==> src/rtl/core/ptd_pkg.sv <==
package ptd_pkg;

  localparam int TASK_SLOTS_DEF  = 8;
  localparam int PERIOD_BITS_DEF = 16;
  localparam int TICK_BITS       = 32;
  localparam int MAX_RESULTS     = 8;

  localparam logic [1:0] OP_ADD    = 2'd0;
  localparam logic [1:0] OP_DELETE = 2'd1;
  localparam logic [1:0] OP_TICK   = 2'd2;

  localparam logic [1:0] ST_OK          = 2'd0;
  localparam logic [1:0] ST_FULL        = 2'd1;
  localparam logic [1:0] ST_NOT_FOUND   = 2'd2;
  localparam logic [1:0] ST_ZERO_PERIOD = 2'd3;

  // controller to datapath
  typedef struct packed {
    logic load;       // capture input beat
    logic do_add;
    logic do_delete;
    logic tick_inc;
    logic scan_first; // point at slot zero
    logic scan_next;  // advance to next slot
    logic div_start;
    logic fire;       // current slot due, keep it pending, clear if one-shot
  } ptd_cmd_t;

  // datapath to controller
  typedef struct packed {
    logic [1:0] opcode;
    logic       slot_live;  // current scan slot valid
    logic       scan_end;   // current slot is the last one
    logic       div_done;
    logic       div_zero;   // remainder zero
    logic       any_fired;  // a due slot is pending
    logic       res_full;   // max results reached
  } ptd_sts_t;

endpackage

==> src/rtl/core/ptd_in_if.sv <==
interface ptd_in_if;
  logic        valid;
  logic        ready;
  logic [1:0]  opcode;
  logic [2:0]  slot;
  logic [15:0] period;
  logic        one_shot;
  modport source (output valid, opcode, slot, period, one_shot, input ready);
  modport sink   (input valid, opcode, slot, period, one_shot, output ready);
endinterface

==> src/rtl/core/ptd_out_if.sv <==
interface ptd_out_if;
  logic       valid;
  logic       ready;
  logic [1:0] status;
  logic       fired;
  logic [2:0] fired_slot;
  logic       last;
  modport source (output valid, status, fired, fired_slot, last, input ready);
  modport sink   (input valid, status, fired, fired_slot, last, output ready);
endinterface

==> src/rtl/core/ptd_divider.sv <==
module ptd_divider import ptd_pkg::*; #(
  parameter int PERIOD_BITS = PERIOD_BITS_DEF
) (
  input  logic                   clk,
  input  logic                   rst,
  input  logic                   start,
  input  logic [TICK_BITS-1:0]   dividend,
  input  logic [PERIOD_BITS-1:0] divisor,
  output logic                   done,
  output logic                   rem_zero
);
  localparam int CNT_BITS = $clog2(TICK_BITS + 1);

  logic [TICK_BITS-1:0]   quo;
  logic [PERIOD_BITS:0]   rem;
  logic [PERIOD_BITS-1:0] dvs;
  logic [CNT_BITS-1:0]    cnt;
  logic                   busy;
  logic [PERIOD_BITS:0]   trial;
  logic [PERIOD_BITS:0]   diff;

  // one restoring step per cycle
  always_comb begin
    trial = {rem[PERIOD_BITS-1:0], quo[TICK_BITS-1]};
    diff  = trial - {1'b0, dvs};
  end

  always_ff @(posedge clk) begin
    if (rst) begin
      busy <= 1'b0;
      done <= 1'b0;
      cnt  <= '0;
    end else begin
      done <= 1'b0;
      if (start) begin
        busy <= 1'b1;
        cnt  <= CNT_BITS'(TICK_BITS);
      end else if (busy) begin
        cnt <= cnt - 1'b1;
        if (cnt == CNT_BITS'(1)) begin
          busy <= 1'b0;
          done <= 1'b1;
        end
      end
    end
  end

  always_ff @(posedge clk) begin
    if (start) begin
      quo <= dividend;
      rem <= '0;
      dvs <= divisor;
    end else if (busy) begin
      quo <= {quo[TICK_BITS-2:0], 1'b0};
      rem <= diff[PERIOD_BITS] ? trial : diff;
    end
  end

  assign rem_zero = (rem == '0);
endmodule

==> src/rtl/core/ptd_datapath.sv <==
module ptd_datapath import ptd_pkg::*; #(
  parameter int TASK_SLOTS  = TASK_SLOTS_DEF,
  parameter int PERIOD_BITS = PERIOD_BITS_DEF
) (
  input  logic       clk,
  input  logic       rst,
  input  ptd_cmd_t   cmd,
  output ptd_sts_t   sts,
  input  logic [1:0]  in_opcode,
  input  logic [2:0]  in_slot,
  input  logic [15:0] in_period,
  input  logic        in_one_shot,
  output logic [1:0]  add_status,
  output logic [1:0]  del_status,
  output logic [2:0]  cur_slot
);
  localparam int IDX_BITS = (TASK_SLOTS > 1) ? $clog2(TASK_SLOTS) : 1;
  localparam int CNT_BITS = $clog2(TASK_SLOTS + 1);
  localparam int RES_BITS = $clog2(MAX_RESULTS + 1);

  logic [TASK_SLOTS-1:0]  valid;
  logic [PERIOD_BITS-1:0] per_mem [TASK_SLOTS];
  logic                   once_mem [TASK_SLOTS];
  logic [TICK_BITS-1:0]   tick;
  logic [CNT_BITS-1:0]    count;
  logic [RES_BITS-1:0]    nres;
  logic [1:0]             op_r;
  logic [2:0]             slot_r;
  logic [PERIOD_BITS-1:0] per_r;
  logic                   once_r;
  logic [IDX_BITS:0]      scan;
  logic [IDX_BITS-1:0]    sidx;
  logic [IDX_BITS-1:0]    aidx;
  logic [IDX_BITS-1:0]    pend_slot;
  logic                   slot_in;
  logic                   div_done;
  logic                   div_zero;

  assign aidx    = IDX_BITS'(slot_r);
  assign slot_in = ({29'd0, slot_r} < 32'(TASK_SLOTS));
  assign sidx    = scan[IDX_BITS-1:0];

  // add and delete outcome
  always_comb begin
    if (!slot_in) add_status = ST_NOT_FOUND;
    else if (!valid[aidx] && count >= CNT_BITS'(TASK_SLOTS)) add_status = ST_FULL;
    else if (per_r == '0) add_status = ST_ZERO_PERIOD;
    else add_status = ST_OK;
    del_status = (slot_in && valid[aidx]) ? ST_OK : ST_NOT_FOUND;
  end

  // control state of the table
  always_ff @(posedge clk) begin
    if (rst) begin
      valid <= '0;
      tick  <= '0;
      count <= '0;
      nres  <= '0;
      scan  <= '0;
    end else begin
      if (cmd.tick_inc) tick <= tick + 1'b1;
      if (cmd.scan_first) begin
        scan <= '0;
        nres <= '0;
      end else if (cmd.scan_next) begin
        scan <= scan + 1'b1;
      end
      if (cmd.do_add && add_status == ST_OK && !valid[aidx]) begin
        valid[aidx] <= 1'b1;
        count       <= count + 1'b1;
      end
      if (cmd.do_delete && del_status == ST_OK) begin
        valid[aidx] <= 1'b0;
        count       <= count - 1'b1;
      end
      if (cmd.fire) begin
        nres <= nres + 1'b1;
        if (once_mem[sidx]) begin
          valid[sidx] <= 1'b0;
          count       <= count - 1'b1;
        end
      end
    end
  end

  // payload capture, pending due slot and entry stores
  always_ff @(posedge clk) begin
    if (cmd.load) begin
      op_r   <= in_opcode;
      slot_r <= in_slot;
      per_r  <= PERIOD_BITS'(in_period);
      once_r <= in_one_shot;
    end
    if (cmd.fire) pend_slot <= sidx;
    if (cmd.do_add && add_status == ST_OK) begin
      per_mem[aidx]  <= per_r;
      once_mem[aidx] <= once_r;
    end
  end

  ptd_divider #(.PERIOD_BITS(PERIOD_BITS)) u_div (
    .clk      (clk),
    .rst      (rst),
    .start    (cmd.div_start),
    .dividend (tick),
    .divisor  (per_mem[sidx]),
    .done     (div_done),
    .rem_zero (div_zero)
  );

  assign cur_slot = 3'(pend_slot);

  always_comb begin
    sts.opcode    = op_r;
    sts.slot_live = valid[sidx];
    sts.scan_end  = (scan == (IDX_BITS+1)'(TASK_SLOTS - 1));
    sts.div_done  = div_done;
    sts.div_zero  = div_zero;
    sts.any_fired = (nres != '0);
    sts.res_full  = (nres == RES_BITS'(MAX_RESULTS));
  end
endmodule

==> src/rtl/core/ptd_control.sv <==
module ptd_control import ptd_pkg::*; (
  input  logic     clk,
  input  logic     rst,
  input  logic     in_valid,
  output logic     in_ready,
  output logic     out_valid,
  input  logic     out_ready,
  output ptd_cmd_t cmd,
  input  ptd_sts_t sts,
  output logic     emit,       // load output register
  output logic     emit_fire,
  output logic     emit_last,
  output logic     emit_status_sel // 1 status from add/delete
);
  localparam logic [2:0] S_IDLE = 3'd0;
  localparam logic [2:0] S_EXEC = 3'd1;
  localparam logic [2:0] S_TEST = 3'd2;
  localparam logic [2:0] S_WAIT = 3'd3;
  localparam logic [2:0] S_NEXT = 3'd4;
  localparam logic [2:0] S_HOLD = 3'd5;

  logic [2:0] state, state_next;
  logic       ovalid, ovalid_next;
  logic       ofree;

  assign ofree     = !ovalid || out_ready;
  assign out_valid = ovalid;
  assign in_ready  = (state == S_IDLE);

  always_comb begin
    state_next      = state;
    ovalid_next     = ovalid && !out_ready;
    cmd             = '0;
    emit            = 1'b0;
    emit_fire       = 1'b0;
    emit_last       = 1'b0;
    emit_status_sel = 1'b0;
    unique case (state)
      S_IDLE: begin
        if (in_valid) begin
          cmd.load   = 1'b1;
          state_next = S_EXEC;
        end
      end
      S_EXEC: begin
        if (sts.opcode == OP_TICK) begin
          cmd.tick_inc   = 1'b1;
          cmd.scan_first = 1'b1;
          state_next     = S_TEST;
        end else if (ofree) begin
          cmd.do_add      = (sts.opcode == OP_ADD);
          cmd.do_delete   = (sts.opcode == OP_DELETE);
          emit            = 1'b1;
          emit_last       = 1'b1;
          emit_status_sel = 1'b1;
          ovalid_next     = 1'b1;
          state_next      = S_IDLE;
        end
      end
      S_TEST: begin
        if (sts.slot_live) begin
          cmd.div_start = 1'b1;
          state_next    = S_WAIT;
        end else begin
          state_next = S_NEXT;
        end
      end
      S_WAIT: begin
        if (sts.div_done) begin
          if (sts.div_zero && sts.any_fired) begin
            state_next = S_HOLD;
          end else begin
            cmd.fire   = sts.div_zero;
            state_next = S_NEXT;
          end
        end
      end
      S_HOLD: begin
        // earlier due slot goes out, this one becomes pending
        if (ofree) begin
          cmd.fire    = 1'b1;
          emit        = 1'b1;
          emit_fire   = 1'b1;
          ovalid_next = 1'b1;
          state_next  = S_NEXT;
        end
      end
      S_NEXT: begin
        if (!sts.scan_end && !sts.res_full) begin
          cmd.scan_next = 1'b1;
          state_next    = S_TEST;
        end else if (ofree) begin
          // pending due slot or empty beat closes the tick
          emit        = 1'b1;
          emit_fire   = sts.any_fired;
          emit_last   = 1'b1;
          ovalid_next = 1'b1;
          state_next  = S_IDLE;
        end
      end
      default: state_next = S_IDLE;
    endcase
  end

  always_ff @(posedge clk) begin
    if (rst) begin
      state  <= S_IDLE;
      ovalid <= 1'b0;
    end else begin
      state  <= state_next;
      ovalid <= ovalid_next;
    end
  end

  a_emit_room: assert property (@(posedge clk) disable iff (rst)
    emit |-> (!ovalid || out_ready))
    else $error("beat loaded over an untaken beat");
  a_ready_idle: assert property (@(posedge clk) disable iff (rst)
    in_ready |-> (state == S_IDLE))
    else $error("input taken while busy");
  a_fire_slot: assert property (@(posedge clk) disable iff (rst)
    cmd.fire |-> sts.slot_live)
    else $error("fired slot not valid");
endmodule

==> src/rtl/core/periodic_task_dispatcher_unit.sv <==
// add, delete, unused opcode load one result in the exec state once the output
// register is free; tick: a valid slot takes one 32-step serial remainder (and a
// hold state when it sends the previous due slot), an empty slot takes none
// a due slot goes out when the next due slot is found or the scan ends
// one item at a time; the next input is taken after the last result is loaded
// reset (rst, synchronous): table emptied, tick and task counts zero
module periodic_task_dispatcher_unit import ptd_pkg::*; #(
  parameter int TASK_SLOTS  = TASK_SLOTS_DEF,
  parameter int PERIOD_BITS = PERIOD_BITS_DEF
) (
  input logic  clk,
  input logic  rst,
  ptd_in_if.sink    in_ch,
  ptd_out_if.source out_ch
);
  ptd_cmd_t   cmd;
  ptd_sts_t   sts;
  logic       emit, emit_fire, emit_last, emit_status_sel;
  logic [1:0] add_status, del_status;
  logic [2:0] cur_slot;

  ptd_control u_ctl (
    .clk             (clk),
    .rst             (rst),
    .in_valid        (in_ch.valid),
    .in_ready        (in_ch.ready),
    .out_valid       (out_ch.valid),
    .out_ready       (out_ch.ready),
    .cmd             (cmd),
    .sts             (sts),
    .emit            (emit),
    .emit_fire       (emit_fire),
    .emit_last       (emit_last),
    .emit_status_sel (emit_status_sel)
  );

  ptd_datapath #(.TASK_SLOTS(TASK_SLOTS), .PERIOD_BITS(PERIOD_BITS)) u_dp (
    .clk         (clk),
    .rst         (rst),
    .cmd         (cmd),
    .sts         (sts),
    .in_opcode   (in_ch.opcode),
    .in_slot     (in_ch.slot),
    .in_period   (in_ch.period),
    .in_one_shot (in_ch.one_shot),
    .add_status  (add_status),
    .del_status  (del_status),
    .cur_slot    (cur_slot)
  );

  // output register
  always_ff @(posedge clk) begin
    if (emit) begin
      out_ch.fired      <= emit_fire;
      out_ch.fired_slot <= emit_fire ? cur_slot : 3'd0;
      out_ch.last       <= emit_last;
      if (emit_status_sel && sts.opcode == OP_ADD) out_ch.status <= add_status;
      else if (emit_status_sel && sts.opcode == OP_DELETE) out_ch.status <= del_status;
      else out_ch.status <= ST_OK;
    end
  end
endmodule
==> src/flat_wrapper.sv <==
// flat-port wrapper written by rule: the top's interface ports become plain ports
module periodic_task_dispatcher_unit_flat import ptd_pkg::*;
#(
  parameter int TASK_SLOTS  = TASK_SLOTS_DEF,
  parameter int PERIOD_BITS = PERIOD_BITS_DEF
)
  (clk, rst, in_ch_valid, in_ch_opcode, in_ch_slot, in_ch_period, in_ch_one_shot, in_ch_ready, out_ch_valid, out_ch_status, out_ch_fired, out_ch_fired_slot, out_ch_last, out_ch_ready);
  ptd_in_if in_ch_i ();
  ptd_out_if out_ch_i ();
  input logic clk;
  input logic rst;
  input wire logic [$bits(in_ch_i.valid)-1:0] in_ch_valid;
  input wire logic [$bits(in_ch_i.opcode)-1:0] in_ch_opcode;
  input wire logic [$bits(in_ch_i.slot)-1:0] in_ch_slot;
  input wire logic [$bits(in_ch_i.period)-1:0] in_ch_period;
  input wire logic [$bits(in_ch_i.one_shot)-1:0] in_ch_one_shot;
  output wire logic [$bits(in_ch_i.ready)-1:0] in_ch_ready;
  output wire logic [$bits(out_ch_i.valid)-1:0] out_ch_valid;
  output wire logic [$bits(out_ch_i.status)-1:0] out_ch_status;
  output wire logic [$bits(out_ch_i.fired)-1:0] out_ch_fired;
  output wire logic [$bits(out_ch_i.fired_slot)-1:0] out_ch_fired_slot;
  output wire logic [$bits(out_ch_i.last)-1:0] out_ch_last;
  input wire logic [$bits(out_ch_i.ready)-1:0] out_ch_ready;
  assign in_ch_i.valid = in_ch_valid;
  assign in_ch_i.opcode = in_ch_opcode;
  assign in_ch_i.slot = in_ch_slot;
  assign in_ch_i.period = in_ch_period;
  assign in_ch_i.one_shot = in_ch_one_shot;
  assign in_ch_ready = in_ch_i.ready;
  assign out_ch_valid = out_ch_i.valid;
  assign out_ch_status = out_ch_i.status;
  assign out_ch_fired = out_ch_i.fired;
  assign out_ch_fired_slot = out_ch_i.fired_slot;
  assign out_ch_last = out_ch_i.last;
  assign out_ch_i.ready = out_ch_ready;
  periodic_task_dispatcher_unit #(.TASK_SLOTS(TASK_SLOTS), .PERIOD_BITS(PERIOD_BITS)) u_core (.clk(clk), .rst(rst), .in_ch(in_ch_i), .out_ch(out_ch_i));
endmodule
==> config.mk <==
export PLATFORM = sky130hd
export DESIGN_NAME = periodic_task_dispatcher_unit_flat
export DESIGN_NICKNAME = d
export VERILOG_FILES = /design/src/rtl/core/ptd_pkg.sv /design/src/rtl/core/ptd_in_if.sv /design/src/rtl/core/ptd_out_if.sv /design/src/rtl/core/ptd_divider.sv /design/src/rtl/core/ptd_datapath.sv /design/src/rtl/core/ptd_control.sv /design/src/rtl/core/periodic_task_dispatcher_unit.sv /design/src/flat_wrapper.sv
export SDC_FILE = /design/constraint.sdc
export NUM_CORES = 1
export LEC_CHECK = 0
export ABC_AREA = 1
export CORE_MARGIN = 3
export CORE_UTILIZATION = 35
export CTS_BUF_LIST = sky130_fd_sc_hd__clkbuf_16
export DETAILED_ROUTE_END_ITERATION = 8
export DONT_BUFFER_PORTS = 1
export GPL_ROUTABILITY_DRIVEN = 0
export PLACE_DENSITY_LB_ADDON = 0.1
export SETUP_SLACK_MARGIN = 0.2
export SLEW_MARGIN = 20
export SYNTH_ARGS = -nofsm -noshare
export SYNTH_HDL_FRONTEND = slang
export SYNTH_SLANG_ARGS = --single-unit
==> constraint.sdc <==
create_clock -name clk -period 4.05 [get_ports clk]
set_input_delay 0 -clock clk [delete_from_list [all_inputs] [get_ports clk]]
set_output_delay 0 -clock clk [all_outputs]
set_load 0.02 [all_outputs]
==> flow_summary.json <==
{
  "crit_type": "reg2reg",
  "synth_edf_count": 216,
  "cpPeakStageDelay_ps": 590,
  "rr_startpoint": "u_core.u_dp.u_div.quo[31]",
  "cts.repair.resized": 0,
  "die_area_sq_mm": 0.0410,
  "cts_htree_levels": 2,
  "synth_cells": 1347,
  "synth-seq-area-share": 0.604,
  "ant_nets": 0,
  "coreArea_sq_mm": 0.0378,
  "fin_total_pwr_uw": 7120,
  "antenna_found_initial": 1,
  "clockBufferDepth": 3,
  "crit_buf_inv": 4,
  "cts_sinks": 300,
  "ys_types": 56,
  "endpoint_kind": "flip-flop",
  "fillers": 3744,
  "status": "complete, no violations",
  "hp-class": "in2reg",
  "internal_power_uw": 5420,
  "switchingPower_uw": 1700,
  "drive_gt1_frac": 0.0844,
  "cts-root-buf": "clkbuf_16",
  "hold_path_depth": 1,
  "p_leak_uw": 0.00578,
  "worst-r2r-cell-count": 18,
  "maxSlewViolCount": 0,
  "rr_endpoint": "u_core.u_dp.u_div.rem[7]",
  "ys.flop_type": "edfxtp_1",
  "viasPerCell": 4.89,
  "final_common_cell": "nand2_1",
  "clkPwrFrac": 0.451,
  "start_util": 0.357,
  "initialDrtViolationCount": 543,
  "grt_pass1_vias": 9443,
  "drv_cap": 0,
  "avgSynthCellArea_sq_um": 10.0,
  "dpl_cell_area_sq_mm": 0.0141,
  "syn2layout_area_growth_pct": 15.4,
  "grt_usage": 0.167,
  "finalCritPeriodShare": 0.808,
  "slowest_stage": "ha_1",
  "vdd_drop_max_mv": 0.286,
  "drc": 0,
  "power_density_mw_per_mm2": 456,
  "first_pass_iters": 5,
  "worstMarginPinSlew_ps": 1050,
  "start_kind": "flip-flop",
  "finalNetCount": 1447,
  "rsz0062_at_grt": "no",
  "clk-insertion-delay-late_ps": 560,
  "pwr-share-seq": 0.488,
  "cts_tree": "yes",
  "netlist_area_sq_mm": 0.0135,
  "diodes": 0,
  "slew_headroom": 0.297,
  "crit_fanout": 14,
  "rows": 71,
  "synth_fp_nets": 1399,
  "synthArstFlopShare": 0,
  "portBuffers": 0,
  "wire_per_inst_microns": 17.5,
  "dieHeight_microns": 203,
  "setup_viol": 0,
  "routed-via-count": 9449,
  "ys_warn_count": 0,
  "finalHoldViolCount": 0,
  "setup_tns_ps": 0,
  "rrSetupSlack_ps": 780,
  "path_cells": "inv_1 -> ha_1 -> inv_1 -> fa_1 -> nand3_1 -> nand3_1 -> nand2_1 -> nand3_1 -> nand2_1 -> nand2_1 -> a21oi_1 -> o21bai_1 -> ha_1 -> clkinv_1 -> buf_4 -> a21oi_1 -> o21ai_0 -> o21ai_0",
  "grt_max_degree": 43,
  "grt_pass1_wl_microns": 53900,
  "pin_count": 35,
  "switching_share": 0.239,
  "worstHoldStart": "in_ch_period[5]",
  "ys_ff_latch": 300,
  "crit_family": "adder cells",
  "final_cell_mix": "304 x nand2_1, 216 x edfxtp_1, 154 x inv_1, 94 x nor2_1, 84 x dfxtp_1",
  "stdcell_area_sq_mm": 0.0156,
  "path_clk_slew_ps": 60,
  "cp.required_ps": 4520,
  "fmax_mhz": 306,
  "cts_made_buffers": 36,
  "hpwl_microns": 21200,
  "die_w_microns": 203,
  "p_comb_frac": 0.060,
  "routed_wl_microns": 33900,
  "whs_endpoint": "u_core.u_dp.per_r[5]",
  "fin_crit_ps": 3270,
  "critPathArrivalTime_ps": 3740,
  "final_core_util": 0.412,
  "grt_remaining_overflow": 0,
  "finClkSkew_ps": 33.1
}
Yosys cell counts, types with 4 or more instances:
cell type  instances  area, sq um
nand2_4            5         56.3
inv_1            146          548
buf_2             10         50.1
a22oi_1           13         97.6
inv_2              9         33.8
nor3_2             5         50.1
nand2_1          304         1140
nor2_1           103          387
clkinv_1           4         15.0
nand4_1           16          100
a221oi_1          21          184
nand2_2            6         37.5
nor2_4             4         45.0
o21ai_1           12         60.1
edfxtp_1         216         6490
a21oi_1           82          410
buf_6              6         67.6
nor3_1            35          175
ha_1              25          313
o21bai_1           4         30.0
dfxtp_1           84         1680
xor2_1            29          254
o211ai_1          10         75.1
a22o_1            20          175
o21ai_0           58          290
nand3_1           67          335
clkbuf_1          14         52.6
power groups by stage:
stage               Clock, uW  Sequential (uW)  Combinational, uW
global placement            0             3540                407
detailed placement          0             3540                404
floorplan                   0             3500                305
CTS                      3310             3480                434
global route             3430             3490                491
finish                   3210             3480                430
worst max path at each step:
stage | cells after the start | slack (ps) | startpoint | end
after floorplan | 17 | 1280 | u_core.u_dp.u_div.quo[31] | u_core.u_dp.u_div.rem[2]
after global placement | 17 | 870 | u_core.u_dp.u_div.quo[31] | u_core.u_dp.u_div.rem[8]
after detailed placement | 17 | 780 | u_core.u_dp.u_div.quo[31] | u_core.u_dp.u_div.rem[5]
after CTS | 17 | 750 | u_core.u_dp.u_div.quo[31] | u_core.u_dp.u_div.rem[5]
after global routing | 18 | 320 | u_core.u_dp.u_div.quo[31] | u_core.u_dp.u_div.rem[5]
final | 18 | 780 | u_core.u_dp.u_div.quo[31] | u_core.u_dp.u_div.rem[7]
cell families after synthesis:
logic type	after synthesis	synth area share
adders and majority gates	26	0.0246
DFF	300	0.604
buffers and inverters	195	0.0595
AOI/OAI and AO/OA	235	0.106
xor gates and xnor gates	31	0.0201
and+or+nand+nor	560	0.185
stage by stage:
step | cells | setup WS, ps | hold slack (ps)
after floorplan | 1347 | 1280 | 98.9
after global placement | 1841 | 866 | 76.0
after detailed placement | 1841 | 781 | 76.6
after CTS | 1933 | 751 | 20.7
after global routing | 1933 | 321 | 40.8
final | 1933 | 778 | 61.8
area by class of cell:
type                       instances  area (sq um)  area share
clock buffer                      36           901      0.0577
inverter                         161           608      0.0390
timing repair buffer              44           408      0.0261
clock inverter                    29           288      0.0184
tap                              511           639      0.0410
multi-input combinational        852          4590       0.294
sequential                       300          8170       0.524
routing by layer:
| metal | share of wire | vias up | GRT usage |
|---|---|---|---|
| met5 | 0 | - | 0 |
| met1 | 0.47 | 4502 | 0.225 |
| met4 | 0.021 | 0 | 0.0507 |
| li1 | - | 4743 | - |
| met3 | 0.038 | 48 | 0.0277 |
| met2 | 0.47 | 156 | 0.278 |
state kept, by name (all words and copies together) (netlist names), 4 cells and up, named ones only:
| signal | count |
|---|---|
| u_core.u_dp.per_mem | 128 |
| u_core.u_dp.tick | 32 |
| u_core.u_dp.u_div.quo | 32 |
| u_core.u_dp.u_div.rem | 17 |
| u_core.u_dp.per_r | 16 |
| u_core.u_dp.u_div.dvs | 16 |
| u_core.u_dp.once_mem | 8 |
| u_core.u_dp.valid | 8 |
| u_core.u_dp.u_div.cnt | 6 |
| u_core.u_dp.count | 4 |
| u_core.u_dp.nres | 4 |
| u_core.u_dp.scan | 4 |
what timing repair did:
item,CTS,global route
buffers inserted,0,0
endpoints found under the hold margin,84,0
hold buffers,27,0
Note: power is estimated with default switching activity, not from simulation.
